$ cat src/hdl/tcc_ram.sv
// generic single-port-write, one-read ram with registered read data
// no dependencies; read-first when read and write hit the same address
`timescale 1ns / 1ps

module tcc_ram #(
    parameter int WIDTH = 8,
    parameter int DEPTH = 256
) (
    input  logic                     clk,
    input  logic                     wr_en,
    input  logic [$clog2(DEPTH)-1:0] wr_addr,
    input  logic [WIDTH-1:0]         wr_data,
    input  logic                     rd_en,
    input  logic [$clog2(DEPTH)-1:0] rd_addr,
    output logic [WIDTH-1:0]         rd_data
);

    logic [WIDTH-1:0] mem_reg [DEPTH];
    logic [WIDTH-1:0] rd_data_reg;

    always_ff @(posedge clk)
    begin
        if (wr_en)
        begin
            mem_reg[wr_addr] <= wr_data;
        end
        if (rd_en)
        begin
            rd_data_reg <= mem_reg[rd_addr];
        end
    end

    assign rd_data = rd_data_reg;

endmodule

$ cat config.mk
export PLATFORM = sky130hd
export DESIGN_NAME = tcc_ram
export DESIGN_NICKNAME = d
export VERILOG_FILES = /design/src/hdl/tcc_ram.sv
export SDC_FILE = /design/constraint.sdc
export NUM_CORES = 2
export LEC_CHECK = 0
export BUFFER_PORTS_ARGS = -buffer_cell sky130_fd_sc_hd__buf_4
export CAP_MARGIN = 15
export CELL_PAD_IN_SITES_DETAIL_PLACEMENT = 1
export CELL_PAD_IN_SITES_GLOBAL_PLACEMENT = 1
export CORE_ASPECT_RATIO = 0.75
export CORE_MARGIN = 5
export CORE_UTILIZATION = 40
export CTS_CLUSTER_DIAMETER = 80
export CTS_CLUSTER_SIZE = 28
export DETAILED_ROUTE_END_ITERATION = 8
export PLACE_DENSITY = 0.59
export SLEW_MARGIN = 20
export SYNTH_ARGS = -nofsm -noshare
export SYNTH_HDL_FRONTEND = slang
export SYNTH_SLANG_ARGS = --single-unit
$ cat constraint.sdc
create_clock -name clk -period 6.1 [get_ports clk]
set_input_delay 0 -clock clk [delete_from_list [all_inputs] [get_ports clk]]
set_output_delay 0 -clock clk [all_outputs]
set_load 0.01 [all_outputs]
; Word level (Yosys, flattened, before mapping)
; Memories as Yosys holds them, arrays and structs flattened. A register that Yosys moved wholly into a read port is not among the register bits.
; Index checks and enable logic that the tools add are counted.
[classes]
div_mod_pow = 0
muxes = 2
n_lt_le_gt_ge = 0
eq_ne = 0
bitwise = 0
multipliers = 0
n_shift = 0
n_addsub = 0
n_reduce_logical = 0
[ops]
columns = operator, n
row1 = 1-bit two-way mux, 2
[word_totals]
mem_bits_ro = 0
mem_bits_rw = 2048
inputBits = 27
reg_bits = 0
out_inout_bits = 8
memories = 1
word_cells = 3
latch_bits = 0
[memory_table]
columns = name, words, width, read_ports, rd_clocked_by_memory_dff, write_ports, line_no
row1 = mem_reg, 256, 8, 1, 1, 1, 18  ; logic [WIDTH-1:0] mem_reg [DEPTH];

; Logic depth before layout (Yosys ltp)
[depth]
depth_word = 2
depth_mapped = 11
depth_no_buf = 6

; Least setup slack after synthesis
; Ideal clock, no wire load.
[synth_timing]
path_kind = input to register
from = in rd_addr[0]
to = reg rd_data_reg[2], in the netlist rd_data[2] (read register of mem_reg), data pin
setup_time_ns = 0.269
t_required_ns = 5.831
t_arrival_ns = 1.807
cell_stages = 9
slack_ns = 4.024
n_path_buf = 4
path_cell_list = buf_6 > buf_12 > buf_8 > buf_2 > mux4_2 > a22oi_1 > a21oi_1 > nor4_1 > nor4_2
[synth_lines]
columns = item, line_no
row1 = "start, declared", 14  ; input logic [$clog2(DEPTH)-1:0] rd_addr,
row2 = "end, declared", 19  ; logic [WIDTH-1:0] rd_data_reg;

==> impl_metrics.yaml <==
setup_path:
  slowest_delay_ns: 0.90
  critPathSlowestCell: "nor4_1"
  crit_fanout: 69
  r2r_cells: 6
  reg2reg_to: "rd_data[3]"
  crit_chain: "buf_8 -> buf_4 -> buf_4 -> mux4_2 -> mux4_2 -> nor2b_1 -> nor4_1 -> nor4_1"
  path_delay_family: "buffers and inverters"
  start_kind: "input port"
  startpoint: "rd_addr[0]"
  cp.arrival_ns: 3.96
  end_kind: "flop"
  cp-endpoint: "rd_data[1]"
  regToRegSetupSlack_ns: 2.98
  path_class: "input port to flop"
  cp.required_ns: 6.57
  crit-reg2reg-launch: "mem_reg[42][3]"
  critPathBufInv: 3
  cp.depth: 8
die:
  core-area_um2: 197000
  die_y_um: 396
  die_x_um: 525
  dieArea_um2: 208000
  ioPinCount: 35
  start_util_pct: 40.3
  rows: 141
job:
  maxCapViolCount: 0
synthesis:
  ys_warn_count: 0
  ys.flop_type: "edfxtp_1"
  synth-seq-cells: 2056
  synth_cells: 3733
  synthesis.nets: 3760
  synth_largest_area_cell: "edfxtp_1"
  async_flop_share_pct: 0
  yosys-top-cells-area: "edfxtp_1 (78%), mux4_2 (13%), mux2i_1 (1.7%)"
  yosys.area.top_type_share_pct: 77.5
  yosysSeqAreaShare_pct: 77.5
  synth_cell_types: 54
  synth_edf_count: 2056
  synth_area_um2: 79600
  syn_area_per_cell_um2: 21.3
clock_tree:
  clock_path_buffers: 3
  cts_tree: "yes"
  cts-buffers-inserted: 86
  clk_pin_slew_worst_paths_ns: 0.11
  cts_root_buffer: "clkbuf_16"
  cts.sinks: 2056
  clock_latency_ns: 0.76
  htree_num_levels: 3
run_status:
  status: "finished, final reports clean"
routing:
  wl_per_cell_um: 33.6
  drc: 0
  vias: 38000
  drtAntennaViolNets: 0
  drtIter0Drc: 4867
  vias_per_cell: 5.95
  wl_mm: 215
  firstDrtPassIters: 5
layout:
  final_cell_mix: "edfxtp_1 (2,056), mux4_2 (454), nor2_1 (277)"
  drive_gt1_share_pct: 19.0
  final_common_cell: "edfxtp_1"
  area_growth_syn_to_layout_pct: 7.17
  nets: 3747
  largest_reg_flops: 2048
  utilization_pct: 43.2
  fin_cells: 6383
timing:
  tightest_slew_ns: 1.24
  slew_violations: 0
  finalClockSkew_ns: 0.0582
  setup_viol: 0
  finalCriticalPeriod_ns: 3.49
  rsz0062_at_grt: "no"
  fmax_mhz: 286
  finalCritPeriodShare_pct: 57.3
  relSlewSlack_pct: 17.4
  setup_slack_ns: 2.61
  whs_ns: 0.170
  finalHoldViolations: 0
  setup_tns_ns: 0
grt:
  grt_use_met2_pct: 30.2
  grt_max_degree: 187
  grt_pass1_vias: 38300
  grt_util_all_layers_pct: 20.3
  use_met3_pct: 3.90
  use_met1_pct: 31.6
  grt_pass1_wl_mm: 303
  globalRoute.totalOverflow: 0
  antenna_found_initial: 12
  top_usage_layer: "met1"
place:
  pre_cts_ws_ns: 1.71
  io_buffers: 34
  gp_congestion: 0.806
  placed_cells: 6258
  hpwl_mm: 133
pwr:
  p_per_area_nw_per_um2: 283
  p_leak_uw: 0.0252
  vdd_ir_drop_max_mv: 0.288
worst_hold_path:
  hold_path.class: "input port to flop"
kinds of logic after synthesis:
family | count (synthesis) | synth area share [%]
flops | 2056 | 77.5
mux | 591 | 14.6
buf+inv | 235 | 1.83
compound gates | 385 | 3.42
simple gates | 466 | 2.63
layer usage:
layer	wire length (um)	share of wire (%)
met1	98300	46
met2	96500	45
met3	16300	7.6
met4	3500	1.6
met5	13	0.0061
stage by stage:
stage	cell area [um^2]	power [uW]
2_1_floorplan	79600	16600
3_3_place_gp	82700	17300
3_5_place_dp	82700	17400
4_1_cts	85300	24300
5_1_grt	85300	24900
6_report	85300	24100
cell usage after synthesis (all sizes together), types with 4 or more instances:
| cell | instances |
|---|---|
| nand2 | 33 |
| a221oi | 14 |
| a22o | 8 |
| edfxtp | 2056 |
| clkbuf | 111 |
| nor2 | 282 |
| nand2b | 8 |
| nor2b | 31 |
| o22a | 5 |
| o221ai | 47 |
| nor4 | 27 |
| nor3 | 22 |
| nand3 | 34 |
| o21ai | 12 |
| mux4 | 456 |
| a22oi | 133 |
| buf | 122 |
| or2 | 4 |
| o211ai | 10 |
| a2111oi | 5 |
| and2 | 6 |
| o32ai | 5 |
| a211oi | 16 |
| a21oi | 96 |
| nand4 | 10 |
| mux2i | 134 |
| o22ai | 28 |
report_power, final:
part / internal, uW / switching, uW / leakage [uW] / total, uW
registers: 15600 / 18.7 / 0.0185 / 15600
clock network: 2760 / 4320 / 0.00120 / 7080
logic: 469 / 982 / 0.00552 / 1450
worst min path at each step:
stage	start	endpoint	slack, ns	cells after the start
floorplan	wr_data[0]	mem_reg[0][0]	0.1	0
global placement	rd_en	rd_data[1]	0.40	1
detailed placement	rd_en	rd_data[1]	0.40	1
CTS	rd_en	rd_data[6]	0.12	2
global route	rd_en	rd_data[6]	0.14	2
finish	rd_en	rd_data[7]	0.17	2
final cells by class:
cell class / instances / area (um^2)
tap: 2645 / 3310
sequential: 2056 / 61700
clock inverter: 14 / 186
inverter: 2 / 7.51
clock buffer: 90 / 2250
timing repair buffer: 132 / 1290
antenna: 2 / 5.00
multi-input combinational: 1442 / 16600
fill: 18100 / 112000
timing repair:
action / CTS / global route
hold endpoints to repair: 914 / 0
buffers inserted: 0 / 0
resized for setup: 0 / 0
hold buffers: 16 / 0
(Power assumes the default switching activity.)
